<file path="config.mk">
export PLATFORM = sky130hd
export DESIGN_NAME = sliding_window_snapshot
export DESIGN_NICKNAME = d
export VERILOG_FILES = /design/src/sws_pkg.sv /design/src/sws_ram.sv /design/src/sws_ctrl.sv /design/src/sws_datapath.sv /design/src/sliding_window_snapshot.sv
export SDC_FILE = /design/constraint.sdc
export NUM_CORES = 2
export LEC_CHECK = 0
export BUFFER_PORTS_ARGS = -buffer_cell sky130_fd_sc_hd__buf_2
export CAP_MARGIN = 20
export CORE_ASPECT_RATIO = 1.4
export CORE_MARGIN = 2
export CORE_UTILIZATION = 60
export CTS_CLUSTER_DIAMETER = 120
export DETAILED_ROUTE_END_ITERATION = 7
export PLACE_DENSITY = 0.87
export SETUP_SLACK_MARGIN = 0.05
export SLEW_MARGIN = 15
export SYNTH_ARGS = -nofsm -noshare
export SYNTH_HDL_FRONTEND = slang
export SYNTH_SLANG_ARGS = --single-unit
</file>
<file path="constraint.sdc">
create_clock -name clk -period 34.5 [get_ports clk]
set_clock_uncertainty 0.15 [all_clocks]
set_input_delay 5.175 -clock clk [delete_from_list [all_inputs] [get_ports clk]]
set_output_delay 5.175 -clock clk [all_outputs]
set_load 0.01 [all_outputs]
</file>
<file path="src/sws_pkg.sv">
// Shared types and constants for the sliding window snapshot block.
`default_nettype none

package sws_pkg;

    localparam int NUM_AXES     = 6;
    localparam int OUT_AXIS_W   = 16;
    localparam int CFG_DATA_W   = 16;
    localparam int CFG_INDEX_W  = 1;
    localparam int PERIOD_W     = 10;
    localparam int STEP_W       = 16;
    localparam int COUNT_W      = 32;

    // Register indexes on the configuration port.
    localparam logic [CFG_INDEX_W-1:0] REG_SAMPLE_PERIOD = 1'd0;
    localparam logic [CFG_INDEX_W-1:0] REG_WINDOW_STEP   = 1'd1;

    localparam logic [PERIOD_W-1:0] PERIOD_RESET = 10'd10;
    localparam logic [STEP_W-1:0]   STEP_RESET   = 16'd16;

    // Controller to datapath commands.
    typedef struct packed {
        logic take;       // input beat accepted: write ring, advance counters
        logic start;      // accepted beat opens a window
        logic issue;      // read next ring entry into the fetch stage
        logic last_beat;  // this read is the newest sample of the window
        logic load;       // move fetch stage into the output register
    } cmd_t;

    // Datapath to controller status.
    typedef struct packed {
        logic emit;       // a beat taken now would open a window
    } status_t;

endpackage

`default_nettype wire

</file>
<file path="src/sws_ram.sv">
// Generic single-write, single-read RAM with registered read data.
`default_nettype none

module sws_ram #(
    parameter int WIDTH = 96,
    parameter int DEPTH = 32
) (
    input  wire logic                     clk,
    input  wire logic                     we,
    input  wire logic [$clog2(DEPTH)-1:0] waddr,
    input  wire logic [WIDTH-1:0]         wdata,
    input  wire logic                     re,
    input  wire logic [$clog2(DEPTH)-1:0] raddr,
    output logic      [WIDTH-1:0]         rdata
);

    logic [WIDTH-1:0] mem [DEPTH];

    always_ff @(posedge clk)
    begin
        if (we)
        begin
            mem[waddr] <= wdata;
        end
        if (re)
        begin
            rdata <= mem[raddr];
        end
    end

endmodule

`default_nettype wire

</file>
<file path="src/sws_ctrl.sv">
// Controller: input acceptance, window read sequencing, output stage valids.
`default_nettype none

module sws_ctrl #(
    parameter int WINDOW_SAMPLES = 32
) (
    input  wire logic             clk,
    input  wire logic             rst_n,
    input  wire logic             in_valid,
    output logic                  in_stall,
    output logic                  out_valid,
    input  wire logic             out_stall,
    input  wire sws_pkg::status_t status,
    output sws_pkg::cmd_t         cmd
);

    localparam int IDX_W = $clog2(WINDOW_SAMPLES);
    localparam logic [IDX_W-1:0] LAST_IDX = IDX_W'(WINDOW_SAMPLES - 1);

    typedef enum logic [0:0] {
        ST_IDLE,
        ST_EMIT
    } state_t;

    state_t            state_reg, state_next;
    logic [IDX_W-1:0]  beat_idx_reg, beat_idx_next;
    logic              f_valid_reg, f_valid_next;
    logic              out_valid_reg, out_valid_next;

    always_comb
    begin
        cmd.take      = (state_reg == ST_IDLE) && in_valid;
        cmd.start     = cmd.take && status.emit;
        cmd.load      = f_valid_reg && (!out_valid_reg || !out_stall);
        cmd.issue     = (state_reg == ST_EMIT) && (!f_valid_reg || cmd.load);
        cmd.last_beat = cmd.issue && (beat_idx_reg == LAST_IDX);

        state_next    = state_reg;
        beat_idx_next = beat_idx_reg;
        unique case (state_reg)
            ST_IDLE:
            begin
                if (cmd.start)
                begin
                    state_next    = ST_EMIT;
                    beat_idx_next = '0;
                end
            end
            ST_EMIT:
            begin
                if (cmd.issue)
                begin
                    beat_idx_next = beat_idx_reg + 1'b1;
                    if (cmd.last_beat)
                    begin
                        state_next = ST_IDLE;
                    end
                end
            end
            default:
            begin
                state_next = ST_IDLE;
            end
        endcase

        if (cmd.issue)
        begin
            f_valid_next = 1'b1;
        end
        else if (cmd.load)
        begin
            f_valid_next = 1'b0;
        end
        else
        begin
            f_valid_next = f_valid_reg;
        end

        out_valid_next = cmd.load || (out_valid_reg && out_stall);
    end

    always_ff @(posedge clk or negedge rst_n)
    begin
        if (!rst_n)
        begin
            state_reg     <= ST_IDLE;
            beat_idx_reg  <= '0;
            f_valid_reg   <= 1'b0;
            out_valid_reg <= 1'b0;
        end
        else
        begin
            state_reg     <= state_next;
            beat_idx_reg  <= beat_idx_next;
            f_valid_reg   <= f_valid_next;
            out_valid_reg <= out_valid_next;
        end
    end

    assign in_stall  = (state_reg != ST_IDLE);
    assign out_valid = out_valid_reg;

endmodule

`default_nettype wire

</file>
<file path="src/sws_datapath.sv">
// Datapath: config registers, counters, sample ring, fetch and output stages.
`default_nettype none

module sws_datapath #(
    parameter int WINDOW_SAMPLES = 32,
    parameter int AXIS_BITS      = 16
) (
    input  wire logic                                clk,
    input  wire logic                                rst_n,
    input  wire sws_pkg::cmd_t                       cmd,
    output sws_pkg::status_t                         status,
    input  wire logic                                cfg_we,
    input  wire logic [sws_pkg::CFG_INDEX_W-1:0]     cfg_index,
    input  wire logic [sws_pkg::CFG_DATA_W-1:0]      cfg_data,
    input  wire logic signed [sws_pkg::OUT_AXIS_W-1:0] gyro_x,
    input  wire logic signed [sws_pkg::OUT_AXIS_W-1:0] gyro_y,
    input  wire logic signed [sws_pkg::OUT_AXIS_W-1:0] gyro_z,
    input  wire logic signed [sws_pkg::OUT_AXIS_W-1:0] accel_x,
    input  wire logic signed [sws_pkg::OUT_AXIS_W-1:0] accel_y,
    input  wire logic signed [sws_pkg::OUT_AXIS_W-1:0] accel_z,
    output logic [sws_pkg::COUNT_W-1:0]              window_number,
    output logic [sws_pkg::COUNT_W-1:0]              sample_number,
    output logic [sws_pkg::COUNT_W-1:0]              stamp_ms,
    output logic signed [sws_pkg::OUT_AXIS_W-1:0]    out_gyro_x,
    output logic signed [sws_pkg::OUT_AXIS_W-1:0]    out_gyro_y,
    output logic signed [sws_pkg::OUT_AXIS_W-1:0]    out_gyro_z,
    output logic signed [sws_pkg::OUT_AXIS_W-1:0]    out_accel_x,
    output logic signed [sws_pkg::OUT_AXIS_W-1:0]    out_accel_y,
    output logic signed [sws_pkg::OUT_AXIS_W-1:0]    out_accel_z,
    output logic                                     last
);

    localparam int PTR_W  = $clog2(WINDOW_SAMPLES);
    localparam int ENTRY_W = sws_pkg::NUM_AXES * AXIS_BITS;
    localparam int CW     = sws_pkg::COUNT_W;
    localparam logic [PTR_W-1:0] LAST_POS = PTR_W'(WINDOW_SAMPLES - 1);
    localparam logic [CW-1:0]    FULL_AT  = CW'(WINDOW_SAMPLES - 1);
    // Oldest sample of the window ending at the next beat: counter - (W-1).
    localparam logic [CW-1:0]    TAIL_SN_RST =
        CW'(64'd4294967296 - 64'(WINDOW_SAMPLES - 1));
    localparam logic [PTR_W-1:0] TAIL_POS_RST =
        PTR_W'((64'd4294967296 - 64'(WINDOW_SAMPLES - 1)) % 64'(WINDOW_SAMPLES));

    // Ring position of sn+1 given position of sn: mod W, restarting at the 2^32 wrap.
    function automatic logic [PTR_W-1:0] pos_step(input logic [CW-1:0] sn,
                                                  input logic [PTR_W-1:0] pos);
        logic [PTR_W-1:0] r;
        if (sn == '1)
        begin
            r = '0;
        end
        else if (pos == LAST_POS)
        begin
            r = '0;
        end
        else
        begin
            r = pos + 1'b1;
        end
        return r;
    endfunction

    function automatic logic [sws_pkg::OUT_AXIS_W-1:0] sext(
        input logic [AXIS_BITS-1:0] v);
        return sws_pkg::OUT_AXIS_W'($signed(v));
    endfunction

    // config
    logic [sws_pkg::PERIOD_W-1:0] period_reg;
    logic [sws_pkg::STEP_W-1:0]   step_reg;

    // stream state
    logic [CW-1:0]                sample_cnt_reg;
    logic [PTR_W-1:0]             wr_pos_reg;
    logic [CW-1:0]                tail_sn_reg;
    logic [PTR_W-1:0]             tail_pos_reg;
    logic [CW-1:0]                window_cnt_reg;
    logic [sws_pkg::STEP_W-1:0]   countdown_reg;
    logic                         ring_full_reg;

    // read walker
    logic [CW-1:0]                rd_sn_reg;
    logic [PTR_W-1:0]             rd_pos_reg;
    logic [CW-1:0]                emit_wnd_reg;

    // fetch stage (aligned with RAM read data)
    logic [CW-1:0]                f_sn_reg;
    logic [CW-1:0]                f_ts_reg;
    logic [CW-1:0]                f_wnd_reg;
    logic                         f_last_reg;

    // output stage
    logic [CW-1:0]                o_sn_reg;
    logic [CW-1:0]                o_ts_reg;
    logic [CW-1:0]                o_wnd_reg;
    logic                         o_last_reg;
    logic [ENTRY_W-1:0]           o_axes_reg;

    logic [ENTRY_W-1:0]           wr_entry;
    logic [ENTRY_W-1:0]           rd_entry;
    logic [CW+sws_pkg::PERIOD_W-1:0] ts_prod;
    logic                         emit;

    always_comb
    begin
        if (!ring_full_reg)
        begin
            emit = (sample_cnt_reg >= FULL_AT);
        end
        else
        begin
            emit = (countdown_reg == '0);
        end
        status.emit = emit;
    end

    assign wr_entry = {accel_z[AXIS_BITS-1:0], accel_y[AXIS_BITS-1:0],
                       accel_x[AXIS_BITS-1:0], gyro_z[AXIS_BITS-1:0],
                       gyro_y[AXIS_BITS-1:0],  gyro_x[AXIS_BITS-1:0]};

    assign ts_prod = rd_sn_reg * period_reg;

    sws_ram #(
        .WIDTH (ENTRY_W),
        .DEPTH (WINDOW_SAMPLES)
    ) u_ring (
        .clk   (clk),
        .we    (cmd.take),
        .waddr (wr_pos_reg),
        .wdata (wr_entry),
        .re    (cmd.issue),
        .raddr (rd_pos_reg),
        .rdata (rd_entry)
    );

    // control state
    always_ff @(posedge clk or negedge rst_n)
    begin
        if (!rst_n)
        begin
            period_reg     <= sws_pkg::PERIOD_RESET;
            step_reg       <= sws_pkg::STEP_RESET;
            sample_cnt_reg <= '0;
            wr_pos_reg     <= '0;
            tail_sn_reg    <= TAIL_SN_RST;
            tail_pos_reg   <= TAIL_POS_RST;
            window_cnt_reg <= '0;
            countdown_reg  <= '0;
            ring_full_reg  <= 1'b0;
        end
        else
        begin
            if (cfg_we)
            begin
                unique case (cfg_index)
                    sws_pkg::REG_SAMPLE_PERIOD:
                    begin
                        period_reg <= cfg_data[sws_pkg::PERIOD_W-1:0];
                    end
                    sws_pkg::REG_WINDOW_STEP:
                    begin
                        step_reg <= cfg_data[sws_pkg::STEP_W-1:0];
                    end
                    default:
                    begin
                    end
                endcase
            end

            if (cmd.take)
            begin
                sample_cnt_reg <= sample_cnt_reg + 1'b1;
                wr_pos_reg     <= pos_step(sample_cnt_reg, wr_pos_reg);
                tail_sn_reg    <= tail_sn_reg + 1'b1;
                tail_pos_reg   <= pos_step(tail_sn_reg, tail_pos_reg);
                if (emit)
                begin
                    ring_full_reg  <= 1'b1;
                    countdown_reg  <= step_reg - 1'b1;   // zero step gives 0xFFFF
                    window_cnt_reg <= window_cnt_reg + 1'b1;
                end
                else if (ring_full_reg)
                begin
                    countdown_reg <= countdown_reg - 1'b1;
                end
            end
        end
    end

    // payload registers
    always_ff @(posedge clk)
    begin
        if (cmd.start)
        begin
            rd_sn_reg    <= tail_sn_reg;
            rd_pos_reg   <= tail_pos_reg;
            emit_wnd_reg <= window_cnt_reg;
        end
        else if (cmd.issue)
        begin
            rd_sn_reg  <= rd_sn_reg + 1'b1;
            rd_pos_reg <= pos_step(rd_sn_reg, rd_pos_reg);
        end

        if (cmd.issue)
        begin
            f_sn_reg   <= rd_sn_reg;
            f_ts_reg   <= ts_prod[CW-1:0];
            f_wnd_reg  <= emit_wnd_reg;
            f_last_reg <= cmd.last_beat;
        end

        if (cmd.load)
        begin
            o_sn_reg   <= f_sn_reg;
            o_ts_reg   <= f_ts_reg;
            o_wnd_reg  <= f_wnd_reg;
            o_last_reg <= f_last_reg;
            o_axes_reg <= rd_entry;
        end
    end

    assign window_number = o_wnd_reg;
    assign sample_number = o_sn_reg;
    assign stamp_ms      = o_ts_reg;
    assign last          = o_last_reg;
    assign out_gyro_x    = sext(o_axes_reg[0*AXIS_BITS +: AXIS_BITS]);
    assign out_gyro_y    = sext(o_axes_reg[1*AXIS_BITS +: AXIS_BITS]);
    assign out_gyro_z    = sext(o_axes_reg[2*AXIS_BITS +: AXIS_BITS]);
    assign out_accel_x   = sext(o_axes_reg[3*AXIS_BITS +: AXIS_BITS]);
    assign out_accel_y   = sext(o_axes_reg[4*AXIS_BITS +: AXIS_BITS]);
    assign out_accel_z   = sext(o_axes_reg[5*AXIS_BITS +: AXIS_BITS]);

endmodule

`default_nettype wire

</file>
<file path="src/sliding_window_snapshot.sv">
// Top level of the sliding window snapshot block.
//
//   channel  | direction | handshake             | payload
//   ---------+-----------+-----------------------+--------------------------------------
//   in       | sink      | in_valid / in_stall   | gyro_x..z, accel_x..z
//   out      | source    | out_valid / out_stall | window/sample number, stamp_ms, axes, last
//   cfg      | sink      | cfg_we                | cfg_index, cfg_data
//
// An input beat is written into the ring when it is accepted. A beat that closes a
// window is followed by WINDOW_SAMPLES output beats, one per cycle with no
// output stall; the single ring read port sets this. The first result passes
// through the ring read, the fetch stage and the output register.
// in_stall stays high while the window's ring reads are being issued.
// Output stall freezes the fetch and output stages in place; no beat is lost.
// Reset (rst_n low, asynchronous) clears counters, ring-full flag and valids;
// ring contents are not cleared and are never read before being written.
`default_nettype none

module sliding_window_snapshot #(
    parameter int WINDOW_SAMPLES = 32,
    parameter int AXIS_BITS      = 16
) (
    input  wire logic                                  clk,
    input  wire logic                                  rst_n,
    // config write port
    input  wire logic                                  cfg_we,
    input  wire logic [sws_pkg::CFG_INDEX_W-1:0]       cfg_index,
    input  wire logic [sws_pkg::CFG_DATA_W-1:0]        cfg_data,
    // sample input
    input  wire logic                                  in_valid,
    output logic                                       in_stall,
    input  wire logic signed [sws_pkg::OUT_AXIS_W-1:0] gyro_x,
    input  wire logic signed [sws_pkg::OUT_AXIS_W-1:0] gyro_y,
    input  wire logic signed [sws_pkg::OUT_AXIS_W-1:0] gyro_z,
    input  wire logic signed [sws_pkg::OUT_AXIS_W-1:0] accel_x,
    input  wire logic signed [sws_pkg::OUT_AXIS_W-1:0] accel_y,
    input  wire logic signed [sws_pkg::OUT_AXIS_W-1:0] accel_z,
    // window output
    output logic                                       out_valid,
    input  wire logic                                  out_stall,
    output logic [sws_pkg::COUNT_W-1:0]                window_number,
    output logic [sws_pkg::COUNT_W-1:0]                sample_number,
    output logic [sws_pkg::COUNT_W-1:0]                stamp_ms,
    output logic signed [sws_pkg::OUT_AXIS_W-1:0]      out_gyro_x,
    output logic signed [sws_pkg::OUT_AXIS_W-1:0]      out_gyro_y,
    output logic signed [sws_pkg::OUT_AXIS_W-1:0]      out_gyro_z,
    output logic signed [sws_pkg::OUT_AXIS_W-1:0]      out_accel_x,
    output logic signed [sws_pkg::OUT_AXIS_W-1:0]      out_accel_y,
    output logic signed [sws_pkg::OUT_AXIS_W-1:0]      out_accel_z,
    output logic                                       last
);

    sws_pkg::cmd_t    cmd;
    sws_pkg::status_t status;

    // Sequencer: accepts samples, walks the ring, keeps the two stage valids.
    sws_ctrl #(
        .WINDOW_SAMPLES (WINDOW_SAMPLES)
    ) u_ctrl (
        .clk       (clk),
        .rst_n     (rst_n),
        .in_valid  (in_valid),
        .in_stall  (in_stall),
        .out_valid (out_valid),
        .out_stall (out_stall),
        .status    (status),
        .cmd       (cmd)
    );

    // Ring, counters, timestamp multiply and output register.
    sws_datapath #(
        .WINDOW_SAMPLES (WINDOW_SAMPLES),
        .AXIS_BITS      (AXIS_BITS)
    ) u_dp (
        .clk           (clk),
        .rst_n         (rst_n),
        .cmd           (cmd),
        .status        (status),
        .cfg_we        (cfg_we),
        .cfg_index     (cfg_index),
        .cfg_data      (cfg_data),
        .gyro_x        (gyro_x),
        .gyro_y        (gyro_y),
        .gyro_z        (gyro_z),
        .accel_x       (accel_x),
        .accel_y       (accel_y),
        .accel_z       (accel_z),
        .window_number (window_number),
        .sample_number (sample_number),
        .stamp_ms      (stamp_ms),
        .out_gyro_x    (out_gyro_x),
        .out_gyro_y    (out_gyro_y),
        .out_gyro_z    (out_gyro_z),
        .out_accel_x   (out_accel_x),
        .out_accel_y   (out_accel_y),
        .out_accel_z   (out_accel_z),
        .last          (last)
    );

endmodule

`default_nettype wire

</file>
==> results.md <==
- Fillcell total: 14000
- CP cell instances: buf_2 -> nor2b_2 -> nand2_1 -> nor2_4 -> buf_4 -> buf_4
- CP Class: primary input to flop
- Relative slew slack: 0.0533
- Die area: 248000 um2
- Post-synth EDFFs: between 3000 and 4000
- Crit end category: flop
- Die Span X: 421 um
- Nature of the critical path startpoint: primary input
- R2R depth: 19
- Initial antenna violation count: 54
- Min-delay src: u_dp.f_sn_reg[29]
- Sinks on the clock net: approximately 3700
- Lkg Pwr: 53.9 nW
- First-pass GRT wire length: 593000 um
- Gpl congestion: 0.847
- GRT overflow: 0
- Max Root-Sink Buffers: 4
- Gr usage total: 0.335
- Clock latency at the later pin of the worst-skew pair: 920 ps
- CTS tree: built
- Main synth FF type: edfxtp_1
- CP max stage cell: nor2_4
- Dpl hpwl: 213000 um
- VDD IR max: 0.000209 V
- Internal reg-to-reg setup slack: 27440 ps
- H-tree depth: 5
- Io pins: 313
- Top delay family on crit path: simple AND/OR/NAND/NOR gates
- Post-CTS setup buffers: 0
- Initial Util: 0.603
- Sw power: roughly 6.4 mW
- # hold bufs at CTS: 0
- Reg-to-reg endpoint: u_dp.f_ts_reg[30]
- Mapped Area: 146000 um2
- Status: finished, final reports clean
- Sequential area share after synthesis: 0.751
- Fmax: 0.113 GHz
- Req. time, crit path: 34880 ps
- Fin cells: 11100
- Critical Path Source: in_valid
- CP dominant cell by count: buf_4
- I/O Buffers: 312
- Worst Max-Slew Pin Slew: 1420 ps
- Avg Cell Area, Syn: 20.3 um2
- Hold Crit Depth: 0
- # nets final: 8003
- Critical path buffers and inverters: 3
- Iter 0 DRT Violations: 14100
- Chip height: 588 um
- Hold crit path type: flop to flop
- Final ANT Viol Nets: 0
- Largest net degree at the start of global routing: 143
- Warning count from the yosys run: 0
- Area grow syn2layout: 11.1%
- Clk root buf: clkbuf_16
- Critical Path Stages: 6
- Largest fanout on the critical path: 43
- Max Slew Vio Count: 0
- Layout cells sized above 1: 0.231
- Residual DRC count: 0
- Total CTS buffers: 328
- Post-CTS Resized: 0
- Pre-CTS setup slack: 25120 ps
- CP peak stage delay: 1040 ps
- Fin Setup TNS: 0 ps
- Core box area: 243000 um2
- Mapped Nets: 7586
- Min Tclk post-route: between 8000 and 9000 ps
- Sequential share of power: 0.339
- Cell variety after synth: 72
- Reg2reg start: u_dp.period_reg[1]
- Max Cap Viol: 0
- Final Hold Vio Count: 0
- Vias per cell: 7.29
- Routed WL: 428000 um
- Vias in the first global route: 81200
- Net Sw Frac: 0.375
- Synth Register Bits: 3684
- First-pass DRT Iterations: 7
- Synth Instances: around 7200
- Internal Power: 10.7 mW
- Unrepaired setup endpoints after global routing: no
- Final setup violation count: 0
- Row count: 214
- Endpoint, Worst Hold: u_dp.sample_number[29]
- Critical path arrival: 9200 ps
- Dpl cells: between 10000 and 15000
- Max reg flops: 3072
- Final WS setup: 25670 ps
- Pwr Density: 105 nW/um2
- Final Cycle Share: 0.256
- Combinational share of power: 0.441
- Routed WL per cell: 38.4 um
- Reg clk slew, reported paths: 70 ps
- Synth async-reset ratio: 0.0426
- Vias post-DR: a little over 80000
- Clock share of power: 0.220
## cell usage after synthesis (14+ instances only)
cell type	instances	area, um2
edfxtp_1	3527	106000
mux4_2	747	16800
nand2_1	407	1530
mux2i_1	231	2310
clkbuf_1	225	845
inv_1	202	758
fa_1	198	3960
o21ai_0	183	916
and2_1	146	913
o221ai_1	135	1180
nor2_1	134	503
dfrtp_1	125	3130
xnor2_1	115	1010
a21oi_1	94	470
buf_1	73	274
mux2_2	69	777
ha_1	62	776
o22ai_1	62	388
xor2_1	59	517
buf_2	54	270
nand3_1	50	250
a211oi_1	37	278
and3_1	33	206
dfstp_2	32	841
nand4_1	32	200
nor2b_1	18	113
nor3_1	17	85.1
nor4_1	14	87.6
## routing by layer
metal | part of all wire | wire length (um) | GRT usage | vias up
met5 | 0.00075 | 322 | 0 | -
met4 | 0.073 | 31400 | 0.197 | 52
met3 | 0.13 | 55700 | 0.0792 | 1868
met2 | 0.49 | 209000 | 0.543 | 8642
met1 | 0.31 | 131000 | 0.416 | 40900
li1 | - | - | - | 29700
## cell families after synthesis
family	count (synthesis)	synth area share
fa+ha+maj	260	0.0324
xor+xnor	174	0.0104
simple gates	907	0.0297
buf+inv	558	0.0149
compound gates	577	0.0258
mux	1048	0.136
flops	3684	0.751
## final cells by class
| type | count | area [um2] | share of cell area |
|---|---|---|---|
| well taps | 3240 | 4050 | 0.0249 |
| multi-input cells | 2966 | 34600 | 0.213 |
| repair buffers | 442 | 2790 | 0.0171 |
| clock buffers | 390 | 8590 | 0.0528 |
| clock inverters | 193 | 1920 | 0.0118 |
| flip-flops and latches | 3684 | 110000 | 0.676 |
| diodes | 19 | 47.5 | 0.000292 |
| inverters | 203 | 768 | 0.00472 |
## per-stage QoR
stage / power [mW] / util / area [um2] / hold WS (ps)
after floorplan: 11.1 / - / 146000 / 250
after global placement: 12.7 / 0.626 / 152000 / 251
after detailed placement: 13.1 / 0.626 / 152000 / 255
after CTS: 16.9 / 0.669 / 162000 / 245
after global routing: 17.8 / 0.670 / 163000 / 251
final: 17.1 / 0.670 / 163000 / 250
## cell usage in the layout, fill, tap and decap left out, drive strengths merged, types with 19 or more instances in the layout
master / instances
mux2: 70
nand2: 409
dfrtp: 125
dfstp: 32
buf: 442
xor2: 59
nor2: 138
edfxtp: 3527
mux4: 747
fa: 198
mux2i: 231
nand4: 33
inv: 219
o21ai: 187
o221ai: 135
xnor2: 115
clkbuf: 390
bufinv: 31
o22ai: 62
a211oi: 38
a21oi: 97
and2: 146
and3: 33
ha: 62
nand3: 50
diode: 19
clkinv: 136
## worst max-delay path by stage
stage / end / slack (ps)
after global routing: u_ctrl.beat_idx_reg[2] / 25670
after CTS: u_dp.u_ring.mem[19][85] / 25940
final: u_dp.u_ring.mem[16][82] / 25670
after global placement: u_ctrl.beat_idx_reg[2] / 25180
after floorplan: u_dp.last / 14270
after detailed placement: u_dp.u_ring.mem[16][56] / 25120
## power groups by stage
stage	clock network, mW	logic (mW)	registers (mW)
4_1_cts	3.73	7.38	5.79
2_1_floorplan	0	5.26	5.85
5_1_grt	3.89	8.12	5.82
3_5_place_dp	0	7.21	5.87
6_report	3.75	7.53	5.80
3_3_place_gp	0	6.83	5.86
Note: power is estimated with default switching activity, not from simulation.
